### src/rtl/assert_macros.svh
// ---------------------------------------------------------------------------
// Assertion macros shared by the retry backoff RTL
// ---------------------------------------------------------------------------
`ifndef ASSERT_MACROS_SVH
`define ASSERT_MACROS_SVH

// Clocked property, switched off while reset is held
`define RBJ_ASSERT(lbl, clk, rst_n, prop, msg) \
    lbl: assert property (@(posedge clk) disable iff (!rst_n) prop) \
        else $error(msg);

// Clocked property, checked through reset as well
`define RBJ_ASSERT_ALWAYS(lbl, clk, prop, msg) \
    lbl: assert property (@(posedge clk) prop) \
        else $error(msg);

`endif

### src/rtl/rbj_pkg.sv
// ---------------------------------------------------------------------------
// rbj_pkg
// Shared widths, register indexes, codes and unit status types for the
// retry backoff with jitter block.
// ---------------------------------------------------------------------------
`default_nettype none

package rbj_pkg;

    // field widths
    localparam int BASE_W     = 31;
    localparam int ATT_W      = 8;
    localparam int RND_W      = 32;
    localparam int DLY_W      = 32;
    localparam int CFG_IDX_W  = 2;
    localparam int CFG_DATA_W = 31;

    // default width of the attempt counter
    localparam int COUNT_BITS_DEF = 8;

    // register reset values
    localparam logic [BASE_W-1:0] INIT_BASE_RST = 31'd100;
    localparam logic [BASE_W-1:0] MAX_BASE_RST  = 31'd1000;
    localparam logic [ATT_W-1:0]  MAX_ATT_RST   = 8'd4;

    // operation codes
    localparam logic OP_START = 1'b0;
    localparam logic OP_NOTE  = 1'b1;

    // status codes
    localparam logic ST_OK  = 1'b0;
    localparam logic ST_ERR = 1'b1;

    // configuration register indexes
    typedef enum logic [CFG_IDX_W-1:0] {
        CFG_INITIAL_BASE = 2'd0,
        CFG_MAX_BASE     = 2'd1,
        CFG_MAX_ATTEMPTS = 2'd2
    } t_cfg_idx;

    // base sequencer result
    typedef struct packed {
        logic              done;
        logic [BASE_W-1:0] base;
    } t_base_res;

    // serial modulo result
    typedef struct packed {
        logic              done;
        logic [BASE_W-1:0] rem;
    } t_mod_res;

endpackage

`default_nettype wire

### src/rtl/rbj_ifs.sv
// ---------------------------------------------------------------------------
// rbj channel interfaces
// Valid/ready channels for input items, result items and register writes.
// ---------------------------------------------------------------------------
`default_nettype none

interface rbj_in_if;
    logic                     valid;
    logic                     ready;
    logic                     operation;
    logic                     route_mode;
    logic                     attempt_failed;
    logic [rbj_pkg::RND_W-1:0] jitter_rnd;

    modport source (output valid, operation, route_mode, attempt_failed, jitter_rnd,
                    input ready);
    modport sink   (input valid, operation, route_mode, attempt_failed, jitter_rnd,
                    output ready);
endinterface

interface rbj_out_if;
    logic                     valid;
    logic                     ready;
    logic                     status;
    logic                     counted;
    logic                     exhausted;
    logic                     retry_now;
    logic [rbj_pkg::DLY_W-1:0] backoff_ms;

    modport source (output valid, status, counted, exhausted, retry_now, backoff_ms,
                    input ready);
    modport sink   (input valid, status, counted, exhausted, retry_now, backoff_ms,
                    output ready);
endinterface

interface rbj_cfg_if;
    logic                          valid;
    logic                          ready;
    logic [rbj_pkg::CFG_IDX_W-1:0]  index;
    logic [rbj_pkg::CFG_DATA_W-1:0] data;

    modport source (output valid, index, data, input ready);
    modport sink   (input valid, index, data, output ready);
endinterface

`default_nettype wire

### src/rtl/rbj_base.sv
// ---------------------------------------------------------------------------
// rbj_base
// Backoff base sequencer: doubles the initial base one round per cycle,
// jumps to the maximum once the base reaches half of it, clamps at the end.
// ---------------------------------------------------------------------------
`default_nettype none

module rbj_base #(
    parameter int COUNT_BITS = rbj_pkg::COUNT_BITS_DEF
) (
    input  wire                           i_clk,
    input  wire                           i_rst_n,
    input  wire                           i_start,
    input  wire  [COUNT_BITS-1:0]         i_rounds,
    input  wire  [rbj_pkg::BASE_W-1:0]    i_init,
    input  wire  [rbj_pkg::BASE_W-1:0]    i_max,
    output rbj_pkg::t_base_res            o_res
);

    logic                        r_busy,  n_busy;
    logic                        r_done,  n_done;
    logic [COUNT_BITS-1:0]       r_rounds, n_rounds;
    logic [rbj_pkg::BASE_W-1:0]  r_base,  n_base;
    logic [rbj_pkg::BASE_W-1:0]  r_res,   n_res;
    logic [rbj_pkg::BASE_W-1:0]  half;

    assign half = i_max >> 1;

    // one doubling round per cycle; a zero base stays zero, so stop early
    always_comb begin
        n_busy   = r_busy;
        n_done   = 1'b0;
        n_rounds = r_rounds;
        n_base   = r_base;
        n_res    = r_res;
        if (i_start) begin
            n_busy   = 1'b1;
            n_rounds = i_rounds;
            n_base   = i_init;
        end else if (r_busy) begin
            if (r_rounds != '0 && r_base >= half) begin
                n_res  = i_max;
                n_done = 1'b1;
                n_busy = 1'b0;
            end else if (r_rounds == '0 || r_base == '0) begin
                n_res  = (r_base > i_max) ? i_max : r_base;
                n_done = 1'b1;
                n_busy = 1'b0;
            end else begin
                // base is below half the maximum here, so no bit is lost
                n_base   = {r_base[rbj_pkg::BASE_W-2:0], 1'b0};
                n_rounds = r_rounds - 1'b1;
            end
        end
    end

    always_ff @(posedge i_clk) begin
        if (!i_rst_n) begin
            r_busy <= 1'b0;
            r_done <= 1'b0;
        end else begin
            r_busy <= n_busy;
            r_done <= n_done;
        end
        r_rounds <= n_rounds;
        r_base   <= n_base;
        r_res    <= n_res;
    end

    assign o_res.done = r_done;
    assign o_res.base = r_res;

endmodule

`default_nettype wire

### src/rtl/rbj_mod.sv
// ---------------------------------------------------------------------------
// rbj_mod
// Bit-serial restoring modulo: random word mod (base + 1), one dividend
// bit per cycle.
// ---------------------------------------------------------------------------
`default_nettype none

module rbj_mod (
    input  wire                          i_clk,
    input  wire                          i_rst_n,
    input  wire                          i_start,
    input  wire  [rbj_pkg::BASE_W-1:0]   i_base,
    input  wire  [rbj_pkg::RND_W-1:0]    i_dividend,
    output rbj_pkg::t_mod_res            o_res
);

    localparam int RW    = rbj_pkg::RND_W;
    localparam int CNT_W = $clog2(RW);

    logic              r_busy, n_busy;
    logic              r_done, n_done;
    logic [CNT_W-1:0]  r_cnt,  n_cnt;
    logic [RW-1:0]     r_dvd,  n_dvd;
    logic [RW-1:0]     r_div,  n_div;
    logic [RW-1:0]     r_rem,  n_rem;
    logic [RW-1:0]     shifted;
    logic [RW:0]       trial;

    // next partial remainder with the dividend's top bit brought in
    assign shifted = {r_rem[RW-2:0], r_dvd[RW-1]};
    assign trial   = {1'b0, shifted} - {1'b0, r_div};

    always_comb begin
        n_busy = r_busy;
        n_done = 1'b0;
        n_cnt  = r_cnt;
        n_dvd  = r_dvd;
        n_div  = r_div;
        n_rem  = r_rem;
        if (i_start) begin
            n_busy = 1'b1;
            n_cnt  = CNT_W'(RW - 1);
            n_dvd  = i_dividend;
            n_div  = RW'(i_base) + RW'(1);
            n_rem  = '0;
        end else if (r_busy) begin
            n_rem = trial[RW] ? shifted : trial[RW-1:0];
            n_dvd = {r_dvd[RW-2:0], 1'b0};
            if (r_cnt == '0) begin
                n_busy = 1'b0;
                n_done = 1'b1;
            end else begin
                n_cnt = r_cnt - 1'b1;
            end
        end
    end

    always_ff @(posedge i_clk) begin
        if (!i_rst_n) begin
            r_busy <= 1'b0;
            r_done <= 1'b0;
        end else begin
            r_busy <= n_busy;
            r_done <= n_done;
        end
        r_cnt <= n_cnt;
        r_dvd <= n_dvd;
        r_div <= n_div;
        r_rem <= n_rem;
    end

    // remainder stays below base + 1, so it fits the base width
    assign o_res.done = r_done;
    assign o_res.rem  = r_rem[rbj_pkg::BASE_W-1:0];

endmodule

`default_nettype wire

### src/rtl/retry_backoff_with_jitter_top.sv
// ---------------------------------------------------------------------------
// retry_backoff_with_jitter_top
// Truncated exponential backoff with jitter: tracks the retry sequence,
// counts attempts and computes the retry delay with serial units.
// ---------------------------------------------------------------------------
//  port    | dir | beat contents
//  i_in    | in  | operation, route_mode, attempt_failed, jitter_rnd
//  o_out   | out | status, counted, exhausted, retry_now, backoff_ms
//  i_cfg   | in  | index, data (register write, always ready)
//
//  One item at a time; i_in.ready is high only while the controller is idle.
//  Starts, errors, successes and exhausted failures go from idle straight to S_DONE.
//  Retries: the base sequencer (at most 30 doublings, one per cycle) runs in S_BASE,
//  then the bit-serial modulo over the 32 dividend bits in S_MOD, then S_DONE.
//  The result sits in an output register, so a stalled o_out does not block
//  the next input beat; a second result waits until that register empties.
//  Synchronous active-low reset clears control state and loads register defaults.
// ---------------------------------------------------------------------------
`default_nettype none

`include "assert_macros.svh"

module retry_backoff_with_jitter_top #(
    parameter int COUNT_BITS = rbj_pkg::COUNT_BITS_DEF
) (
    input  wire         i_clk,
    input  wire         i_rst_n,
    rbj_in_if.sink      i_in,
    rbj_out_if.source   o_out,
    rbj_cfg_if.sink     i_cfg
);

    localparam int BW    = rbj_pkg::BASE_W;
    localparam int DW    = rbj_pkg::DLY_W;
    localparam int AW    = rbj_pkg::ATT_W;
    localparam int CMP_W = (COUNT_BITS > AW) ? COUNT_BITS : AW;
    localparam logic [COUNT_BITS-1:0] CNT_MAX = {COUNT_BITS{1'b1}};

    typedef enum logic [3:0] {
        S_IDLE = 4'b0001,
        S_BASE = 4'b0010,
        S_MOD  = 4'b0100,
        S_DONE = 4'b1000
    } t_state;

    // configuration registers
    logic [BW-1:0] r_init, r_max;
    logic [AW-1:0] r_att;

    // sequence state
    t_state                r_state, n_state;
    logic                  r_started, n_started;
    logic [COUNT_BITS-1:0] r_cnt, n_cnt;
    logic [BW-1:0]         r_cur_base, n_cur_base;
    logic [rbj_pkg::RND_W-1:0] r_rnd, n_rnd;

    // pending result
    logic          r_res_status, n_res_status;
    logic          r_res_cons,   n_res_cons;
    logic          r_res_exh,    n_res_exh;
    logic          r_res_retry,  n_res_retry;
    logic [DW-1:0] r_res_delay,  n_res_delay;

    // output register
    logic          r_ov, n_ov;
    logic          r_o_status, r_o_cons, r_o_exh, r_o_retry;
    logic [DW-1:0] r_o_delay;
    logic          load_out;

    logic                  in_acc, out_acc;
    logic [COUNT_BITS-1:0] cnt_inc;
    logic                  at_limit;
    logic                  base_start;
    logic [COUNT_BITS-1:0] base_rounds;
    rbj_pkg::t_base_res    base_res;
    rbj_pkg::t_mod_res     mod_res;

    assign i_in.ready  = (r_state == S_IDLE);
    assign in_acc      = i_in.valid & i_in.ready;
    assign out_acc     = r_ov & o_out.ready;
    assign i_cfg.ready = 1'b1;

    // register writes
    always_ff @(posedge i_clk) begin
        if (!i_rst_n) begin
            r_init <= rbj_pkg::INIT_BASE_RST;
            r_max  <= rbj_pkg::MAX_BASE_RST;
            r_att  <= rbj_pkg::MAX_ATT_RST;
        end else if (i_cfg.valid) begin
            case (rbj_pkg::t_cfg_idx'(i_cfg.index))
                rbj_pkg::CFG_INITIAL_BASE: r_init <= i_cfg.data;
                rbj_pkg::CFG_MAX_BASE:     r_max  <= i_cfg.data;
                rbj_pkg::CFG_MAX_ATTEMPTS: r_att  <= i_cfg.data[AW-1:0];
                default: ;
            endcase
        end
    end

    // saturating attempt count and limit check
    assign cnt_inc     = (r_cnt == CNT_MAX) ? r_cnt : r_cnt + 1'b1;
    assign at_limit    = CMP_W'(cnt_inc) >= CMP_W'(r_att);
    assign base_rounds = cnt_inc - 1'b1;
    assign base_start  = in_acc && (i_in.operation == rbj_pkg::OP_NOTE) && r_started
                         && i_in.attempt_failed && !at_limit;

    rbj_base #(
        .COUNT_BITS (COUNT_BITS)
    ) u_base (
        .i_clk    (i_clk),
        .i_rst_n  (i_rst_n),
        .i_start  (base_start),
        .i_rounds (base_rounds),
        .i_init   (r_init),
        .i_max    (r_max),
        .o_res    (base_res)
    );

    rbj_mod u_mod (
        .i_clk      (i_clk),
        .i_rst_n    (i_rst_n),
        .i_start    (base_res.done),
        .i_base     (base_res.base),
        .i_dividend (r_rnd),
        .o_res      (mod_res)
    );

    assign load_out = (r_state == S_DONE) && (!r_ov || o_out.ready);

    // controller
    always_comb begin
        n_state      = r_state;
        n_started    = r_started;
        n_cnt        = r_cnt;
        n_cur_base   = r_cur_base;
        n_rnd        = r_rnd;
        n_res_status = r_res_status;
        n_res_cons   = r_res_cons;
        n_res_exh    = r_res_exh;
        n_res_retry  = r_res_retry;
        n_res_delay  = r_res_delay;
        case (r_state)
            S_IDLE: begin
                if (in_acc) begin
                    n_res_status = rbj_pkg::ST_OK;
                    n_res_cons   = 1'b0;
                    n_res_exh    = 1'b0;
                    n_res_retry  = 1'b0;
                    n_res_delay  = '0;
                    n_rnd        = i_in.jitter_rnd;
                    n_state      = S_DONE;
                    if (i_in.operation == rbj_pkg::OP_START) begin
                        if (!i_in.route_mode) begin
                            n_res_status = rbj_pkg::ST_ERR;
                        end else begin
                            n_started  = 1'b1;
                            n_cnt      = '0;
                            n_cur_base = '0;
                        end
                    end else if (!r_started) begin
                        n_res_status = rbj_pkg::ST_ERR;
                    end else begin
                        n_cnt      = cnt_inc;
                        n_res_cons = 1'b1;
                        if (i_in.attempt_failed) begin
                            if (at_limit) begin
                                n_res_exh = 1'b1;
                            end else begin
                                n_state = S_BASE;
                            end
                        end
                    end
                end
            end
            S_BASE: begin
                if (base_res.done) begin
                    n_cur_base = base_res.base;
                    n_state    = S_MOD;
                end
            end
            S_MOD: begin
                if (mod_res.done) begin
                    n_res_retry = 1'b1;
                    n_res_delay = DW'(r_cur_base) + DW'(mod_res.rem);
                    n_state     = S_DONE;
                end
            end
            S_DONE: begin
                if (load_out) begin
                    n_state = S_IDLE;
                end
            end
            default: begin
                n_state = S_IDLE;
            end
        endcase
    end

    // output register valid
    always_comb begin
        n_ov = r_ov & ~out_acc;
        if (load_out) begin
            n_ov = 1'b1;
        end
    end

    always_ff @(posedge i_clk) begin
        if (!i_rst_n) begin
            r_state    <= S_IDLE;
            r_started  <= 1'b0;
            r_cnt      <= '0;
            r_cur_base <= '0;
            r_ov       <= 1'b0;
        end else begin
            r_state    <= n_state;
            r_started  <= n_started;
            r_cnt      <= n_cnt;
            r_cur_base <= n_cur_base;
            r_ov       <= n_ov;
        end
        r_rnd        <= n_rnd;
        r_res_status <= n_res_status;
        r_res_cons   <= n_res_cons;
        r_res_exh    <= n_res_exh;
        r_res_retry  <= n_res_retry;
        r_res_delay  <= n_res_delay;
        if (load_out) begin
            r_o_status <= r_res_status;
            r_o_cons   <= r_res_cons;
            r_o_exh    <= r_res_exh;
            r_o_retry  <= r_res_retry;
            r_o_delay  <= r_res_delay;
        end
    end

    assign o_out.valid      = r_ov;
    assign o_out.status     = r_o_status;
    assign o_out.counted    = r_o_cons;
    assign o_out.exhausted  = r_o_exh;
    assign o_out.retry_now  = r_o_retry;
    assign o_out.backoff_ms = r_o_delay;

    // assertions
    `RBJ_ASSERT(a_cnt_no_drop, i_clk, i_rst_n,
        !(in_acc && i_in.operation == rbj_pkg::OP_START) |=> r_cnt >= $past(r_cnt),
        "attempt count dropped without a start")
    `RBJ_ASSERT(a_base_le_max, i_clk, i_rst_n,
        base_res.done |-> base_res.base <= r_max,
        "backoff base above maximum")
    `RBJ_ASSERT_ALWAYS(a_rem_le_base, i_clk,
        mod_res.done |-> mod_res.rem <= r_cur_base,
        "jitter remainder above base")

endmodule

`default_nettype wire

### src/flat_wrapper.sv
// flat-port wrapper written by rule: the top's interface ports become plain ports
module retry_backoff_with_jitter_top_flat 
#(
    parameter int COUNT_BITS = rbj_pkg::COUNT_BITS_DEF
)
  (i_clk, i_rst_n, i_in_valid, i_in_operation, i_in_route_mode, i_in_attempt_failed, i_in_jitter_rnd, i_in_ready, o_out_valid, o_out_status, o_out_counted, o_out_exhausted, o_out_retry_now, o_out_backoff_ms, o_out_ready, i_cfg_valid, i_cfg_index, i_cfg_data, i_cfg_ready);
  rbj_in_if i_in_i ();
  rbj_out_if o_out_i ();
  rbj_cfg_if i_cfg_i ();
  input  wire i_clk;
  input  wire i_rst_n;
  input wire logic [$bits(i_in_i.valid)-1:0] i_in_valid;
  input wire logic [$bits(i_in_i.operation)-1:0] i_in_operation;
  input wire logic [$bits(i_in_i.route_mode)-1:0] i_in_route_mode;
  input wire logic [$bits(i_in_i.attempt_failed)-1:0] i_in_attempt_failed;
  input wire logic [$bits(i_in_i.jitter_rnd)-1:0] i_in_jitter_rnd;
  output wire logic [$bits(i_in_i.ready)-1:0] i_in_ready;
  output wire logic [$bits(o_out_i.valid)-1:0] o_out_valid;
  output wire logic [$bits(o_out_i.status)-1:0] o_out_status;
  output wire logic [$bits(o_out_i.counted)-1:0] o_out_counted;
  output wire logic [$bits(o_out_i.exhausted)-1:0] o_out_exhausted;
  output wire logic [$bits(o_out_i.retry_now)-1:0] o_out_retry_now;
  output wire logic [$bits(o_out_i.backoff_ms)-1:0] o_out_backoff_ms;
  input wire logic [$bits(o_out_i.ready)-1:0] o_out_ready;
  input wire logic [$bits(i_cfg_i.valid)-1:0] i_cfg_valid;
  input wire logic [$bits(i_cfg_i.index)-1:0] i_cfg_index;
  input wire logic [$bits(i_cfg_i.data)-1:0] i_cfg_data;
  output wire logic [$bits(i_cfg_i.ready)-1:0] i_cfg_ready;
  assign i_in_i.valid = i_in_valid;
  assign i_in_i.operation = i_in_operation;
  assign i_in_i.route_mode = i_in_route_mode;
  assign i_in_i.attempt_failed = i_in_attempt_failed;
  assign i_in_i.jitter_rnd = i_in_jitter_rnd;
  assign i_in_ready = i_in_i.ready;
  assign o_out_valid = o_out_i.valid;
  assign o_out_status = o_out_i.status;
  assign o_out_counted = o_out_i.counted;
  assign o_out_exhausted = o_out_i.exhausted;
  assign o_out_retry_now = o_out_i.retry_now;
  assign o_out_backoff_ms = o_out_i.backoff_ms;
  assign o_out_i.ready = o_out_ready;
  assign i_cfg_i.valid = i_cfg_valid;
  assign i_cfg_i.index = i_cfg_index;
  assign i_cfg_i.data = i_cfg_data;
  assign i_cfg_ready = i_cfg_i.ready;
  retry_backoff_with_jitter_top #(.COUNT_BITS(COUNT_BITS)) u_core (.i_clk(i_clk), .i_rst_n(i_rst_n), .i_in(i_in_i), .o_out(o_out_i), .i_cfg(i_cfg_i));
endmodule
### config.mk
export PLATFORM = sky130hd
export DESIGN_NAME = retry_backoff_with_jitter_top_flat
export DESIGN_NICKNAME = d
export VERILOG_FILES = /design/src/rtl/rbj_pkg.sv /design/src/rtl/rbj_ifs.sv /design/src/rtl/rbj_base.sv /design/src/rtl/rbj_mod.sv /design/src/rtl/retry_backoff_with_jitter_top.sv /design/src/flat_wrapper.sv
export VERILOG_INCLUDE_DIRS = /design/src /design/src/rtl
export SDC_FILE = /design/constraint.sdc
export NUM_CORES = 1
export LEC_CHECK = 0
export BUFFER_PORTS_ARGS = -buffer_cell sky130_fd_sc_hd__buf_2
export CORE_MARGIN = 10
export CORE_UTILIZATION = 36
export CTS_CLUSTER_SIZE = 30
export DETAILED_ROUTE_END_ITERATION = 10
export HOLD_SLACK_MARGIN = 0.02
export PLACE_DENSITY_LB_ADDON = 0.15
export SYNTH_ARGS = -nofsm -noshare
export SYNTH_HDL_FRONTEND = slang
export SYNTH_HIERARCHICAL = 1
export SYNTH_SLANG_ARGS = --single-unit
### constraint.sdc
create_clock -name i_clk -period 9.15 [get_ports i_clk]
set_input_delay 0 -clock i_clk [delete_from_list [all_inputs] [get_ports i_clk]]
set_output_delay 0 -clock i_clk [all_outputs]
set_load 0.03 [all_outputs]
==> flow_results.xml <==
<?xml version="1.0" encoding="UTF-8"?>
<metrics>
  <group name="timing">
    <metric name="post-route-period-util" unit="%">52.5</metric>
    <metric name="tns" unit="ns">0</metric>
    <metric name="worstMarginPinSlew" unit="ns">1.09</metric>
    <metric name="max_clock_freq" unit="GHz">0.208</metric>
    <metric name="fin_worst_skew" unit="ns">0.0120</metric>
    <metric name="fin_crit" unit="ns">4.80</metric>
    <metric name="unrepaired_setup_endpoints_after_global_routing" unit="">no</metric>
    <metric name="setup_ws" unit="ns">4.35</metric>
    <metric name="slew_violations" unit="">0</metric>
    <metric name="final-hold-violation-count" unit="">0</metric>
    <metric name="total_of_endpoints_with_negative_setup_slack_in_the_final_report" unit="">0</metric>
    <metric name="tightest_slew_margin_relative_to_the_limit" unit="%">27.2</metric>
    <metric name="holdWs" unit="ns">0.0535</metric>
  </group>
  <group name="logic_synthesis">
    <metric name="syn_area_per_cell" unit="µm²">10.5</metric>
    <metric name="synth-seq-area-share" unit="%">49.3</metric>
    <metric name="yosys.area_share.xor_xnor" unit="%">3.62</metric>
    <metric name="post_synth_top_area_cell" unit="">edfxtp_1</metric>
    <metric name="synthArstFlopShare" unit="%">0</metric>
    <metric name="register_bit_total_from_synthesis" unit="">393</metric>
    <metric name="synth_edf_count" unit="">238</metric>
    <metric name="synth_compound_area_share" unit="%">14.1</metric>
    <metric name="synth_top_cells_by_area" unit="">edfxtp_1 (34%), dfxtp_1 (15%), ha_1 (8.3%), mux2_2 (4.9%), nand2_1 (4.5%)</metric>
    <metric name="yosys_warnings" unit="">6</metric>
    <metric name="syn-instance-count" unit="">1979</metric>
    <metric name="synth_fa_ha_area_share" unit="%">8.50</metric>
    <metric name="fraction_of_the_mapped_netlist_area_in_simple_logic_gates" unit="%">14.5</metric>
    <metric name="post-synth-top-area-fraction" unit="%">34.4</metric>
    <metric name="share_of_cell_area_taken_by_muxes_after_synthesis" unit="%">6.30</metric>
    <metric name="synth.most_common_cell" unit="">nand2_1</metric>
    <metric name="ys_top_cells_by_count" unit="">nand2_1 (249), edfxtp_1 (238), dfxtp_1 (155)</metric>
    <metric name="main_combinational_cell_family_by_area_after_synthesis" unit="">simple AND/OR/NAND/NOR gates</metric>
    <metric name="synth.lib_cells_used.distinct" unit="">92</metric>
    <metric name="syn_nets" unit="">2192</metric>
    <metric name="synth_flop_type" unit="">edfxtp_1</metric>
    <metric name="synth_area" unit="µm²">20800</metric>
  </group>
  <group name="power">
    <metric name="vdd.ir_drop.worst" unit="mV">0.120</metric>
    <metric name="power_per_cell_area" unit="nW/µm²">166</metric>
    <metric name="net-switching-power" unit="mW">0.923</metric>
    <metric name="leakage_component_of_the_power" unit="nW">9.18</metric>
    <metric name="relative_contribution_of_sequential_cells_to_total_power" unit="%">48.5</metric>
    <metric name="total_power" unit="mW">4.02</metric>
    <metric name="power_switching_share" unit="%">23.0</metric>
    <metric name="internal_power" unit="mW">3.10</metric>
    <metric name="share_comb_of_total_power" unit="%">7.2</metric>
    <metric name="clock_power_share" unit="%">44.3</metric>
  </group>
  <group name="worst_setup_path">
    <metric name="critical_path_required" unit="ns">9.38</metric>
    <metric name="crit_slowest_cell" unit="">buf_4</metric>
    <metric name="critical_path_arrival" unit="ns">5.03</metric>
    <metric name="crit_path_cell_trace" unit="">ha_1 -&gt; nand2_1 -&gt; nor2_1 -&gt; nand3_1 -&gt; xnor2_1 -&gt; ha_1 -&gt; nand2b_1 -&gt; a21o_1 -&gt; a21o_1 -&gt; a211oi_1 -&gt; o21a_1 -&gt; nand3_1 -&gt; nor2_4 -&gt; buf_4 -&gt; a31oi_1 -&gt; inv_1 -&gt; buf_4</metric>
    <metric name="worst-path-buf-inv" unit="">3</metric>
    <metric name="critPathTopFamily" unit="">buffers and inverters</metric>
    <metric name="crit_path_end_kind" unit="">flop</metric>
    <metric name="critical_path.max_stage_delay" unit="ns">0.49</metric>
    <metric name="critical_path.max_fanout" unit="">51</metric>
    <metric name="critical_path_class" unit="">reg2reg</metric>
    <metric name="setup.worst_path.start_class" unit="">flop</metric>
  </group>
  <group name="routing">
    <metric name="detail_route.iter0.violations" unit="">758</metric>
    <metric name="post_drt_wl_per_cell" unit="µm">16.6</metric>
    <metric name="average_vias_per_placed_instance" unit="">5.02</metric>
    <metric name="drc" unit="">0</metric>
    <metric name="routed-via-count" unit="">14800</metric>
    <metric name="routed_wl" unit="µm">48900</metric>
    <metric name="drt.antenna.violating_nets" unit="">0</metric>
    <metric name="drt_pre_antenna_iters" unit="">5</metric>
  </group>
  <group name="clock_tree">
    <metric name="path_clk_slew" unit="ns">0.06</metric>
    <metric name="cts_resized" unit="">0</metric>
    <metric name="worstSkewPairLatency" unit="ns">0.58</metric>
    <metric name="cts_inserted_buffers" unit="">45</metric>
    <metric name="tritoncts_num_sinks" unit="">393</metric>
    <metric name="clock-root-buffer" unit="">clkbuf_16</metric>
    <metric name="h-tree-depth" unit="">2</metric>
    <metric name="tritoncts" unit="">done</metric>
    <metric name="cts_buffer_depth" unit="">3</metric>
    <metric name="postCtsSetupRepairBufs" unit="">0</metric>
  </group>
  <group name="placed_design">
    <metric name="globalplace.congestion" unit="">0.869</metric>
    <metric name="place_ws" unit="ns">4.34</metric>
    <metric name="dpl_cell_area" unit="µm²">22100</metric>
    <metric name="place.detailed.hpwl" unit="µm">35700</metric>
    <metric name="place.detailed.instances" unit="">2790</metric>
    <metric name="portBuffers" unit="">110</metric>
  </group>
  <group name="floorplanning">
    <metric name="initial_core_util" unit="%">36.2</metric>
    <metric name="die_width" unit="µm">260</metric>
    <metric name="fp.coreArea" unit="µm²">57500</metric>
    <metric name="fp.dieArea" unit="µm²">67700</metric>
    <metric name="die_h" unit="µm">260</metric>
    <metric name="row_count" unit="">88</metric>
    <metric name="io-pin-count" unit="">112</metric>
  </group>
  <group name="layout">
    <metric name="post_route_insts_no_fill" unit="">2945</metric>
    <metric name="final_core_utilization" unit="%">42.2</metric>
    <metric name="drive_above_1_share" unit="%">14.8</metric>
    <metric name="area.growth.synth_to_final" unit="%">16.7</metric>
    <metric name="stdcell_area" unit="µm²">24300</metric>
    <metric name="final_nets" unit="">2355</metric>
  </group>
  <group name="run_status">
    <metric name="run_status" unit="">finished clean</metric>
  </group>
  <group name="global_routing">
    <metric name="first_global_vias" unit="">14700</metric>
    <metric name="leftover_overflow_at_the_end_of_global_routing" unit="">0</metric>
    <metric name="grt_util_all_layers" unit="%">14.4</metric>
    <metric name="largest_net_degree_at_the_start_of_global_routing" unit="">73</metric>
    <metric name="antenna_found_initial" unit="">1</metric>
    <metric name="grt_pass1_wl" unit="µm">79300</metric>
  </group>
  <group name="hold_path">
    <metric name="worst_hold_path_type" unit="">in2reg</metric>
  </group>
  <group name="job">
    <metric name="cap_violations" unit="">0</metric>
  </group>
</metrics>
==> flip-flops by register name, indices dropped and copies added (netlist names), 4 cells and up <==
signal,count
u_core/o_out.backoff_ms,32
u_core/r_res_delay,32
u_core/r_rnd,32
u_core/u_mod/r_div,32
u_core/u_mod/r_dvd,32
u_core/r_cur_base,31
u_core/r_init,31
u_core/r_max,31
u_core/u_base/r_base,31
u_core/u_base/r_res,31
u_core/u_mod/r_rem,31
u_core/r_att,8
u_core/r_cnt,8
u_core/u_base/r_rounds,8
u_core/u_mod/r_cnt,5
u_core/r_state,4
==> final cells by class <==
cell class                 instances  area [µm²]
fill                            5588       33200
clock buffer                      62        1290
timing repair buffer             196        1370
sequential                       393       10300
tap                              765         957
antenna                            1        2.50
inverter                         106         398
multi-input combinational       1400        9790
clock inverter                    22         185
==> power groups by stage <==
stage | clock, mW | sequential [mW] | combinational [mW]
after floorplan | 0 | 1.99 | 0.189
after global placement | 0 | 1.99 | 0.264
after detailed placement | 0 | 1.99 | 0.266
after CTS | 1.84 | 1.95 | 0.291
after global routing | 1.90 | 1.96 | 0.323
final | 1.78 | 1.95 | 0.289
==> layer usage <==
layer	vias to the layer above	part of all wire, %	track usage (%)
li1	7537	-	-
met1	6963	49	19.7
met2	232	45	23.0
met3	63	3.7	2.14
met4	0	2.1	4.39
met5	-	0	0
==> path summary, 6_finish.rpt <==
kind / end / depth (start not counted) / slack, ns / start
setup / recovery: u_core/u_base/r_base[22] / 17 / 4.35 / u_core/r_cnt[0]
hold / removal: u_core/r_state[1] / 3 / 0.05 / i_rst_n
setup reg to reg: u_core/u_base/r_base[22] / 17 / 4.35 / u_core/r_cnt[0]
hold reg to reg: u_core/o_out.backoff_ms[11] / 0 / 0.42 / u_core/r_res_delay[11]
==> timing repair <==
item	in CTS	in global routing
setup endpoints to repair	0	0
hold buffers	70	0
endpoints found under the hold margin	111	0
==> kinds of logic after synthesis <==
group / Yosys count
buffers and inverters: 186
adder cells (fa/ha/maj): 140
other: 1
AND/OR/NAND/NOR: 626
flip-flops: 393
AO/OA/AOI/OAI: 428
multiplexers: 119
XOR/XNOR: 86
==> tightest hold or removal path, cell delays in order <==
cell	delay, ns
buf_2	0.35
nand2_1	0.14
o21ai_0	0.06
==> layout by cell type (no fill, tap or decap), types with 25 or more instances in the layout <==
cell,n
nor2_1,109
a21o_1,28
buf_2,110
inv_1,106
a21oi_1,95
mux2i_1,27
edfxtp_1,238
o21ai_0,74
nor2b_1,52
a22oi_1,32
nand2_1,249
xor2_1,32
clkbuf_16,48
xnor2_1,54
dfxtp_1,154
nand3_1,62
dlygate4sd3_1,70
ha_1,138
a21boi_0,58
a211oi_1,25
mux2_2,91
nand4_1,26
No activity file was read; power rests on OpenSTA's default activity.
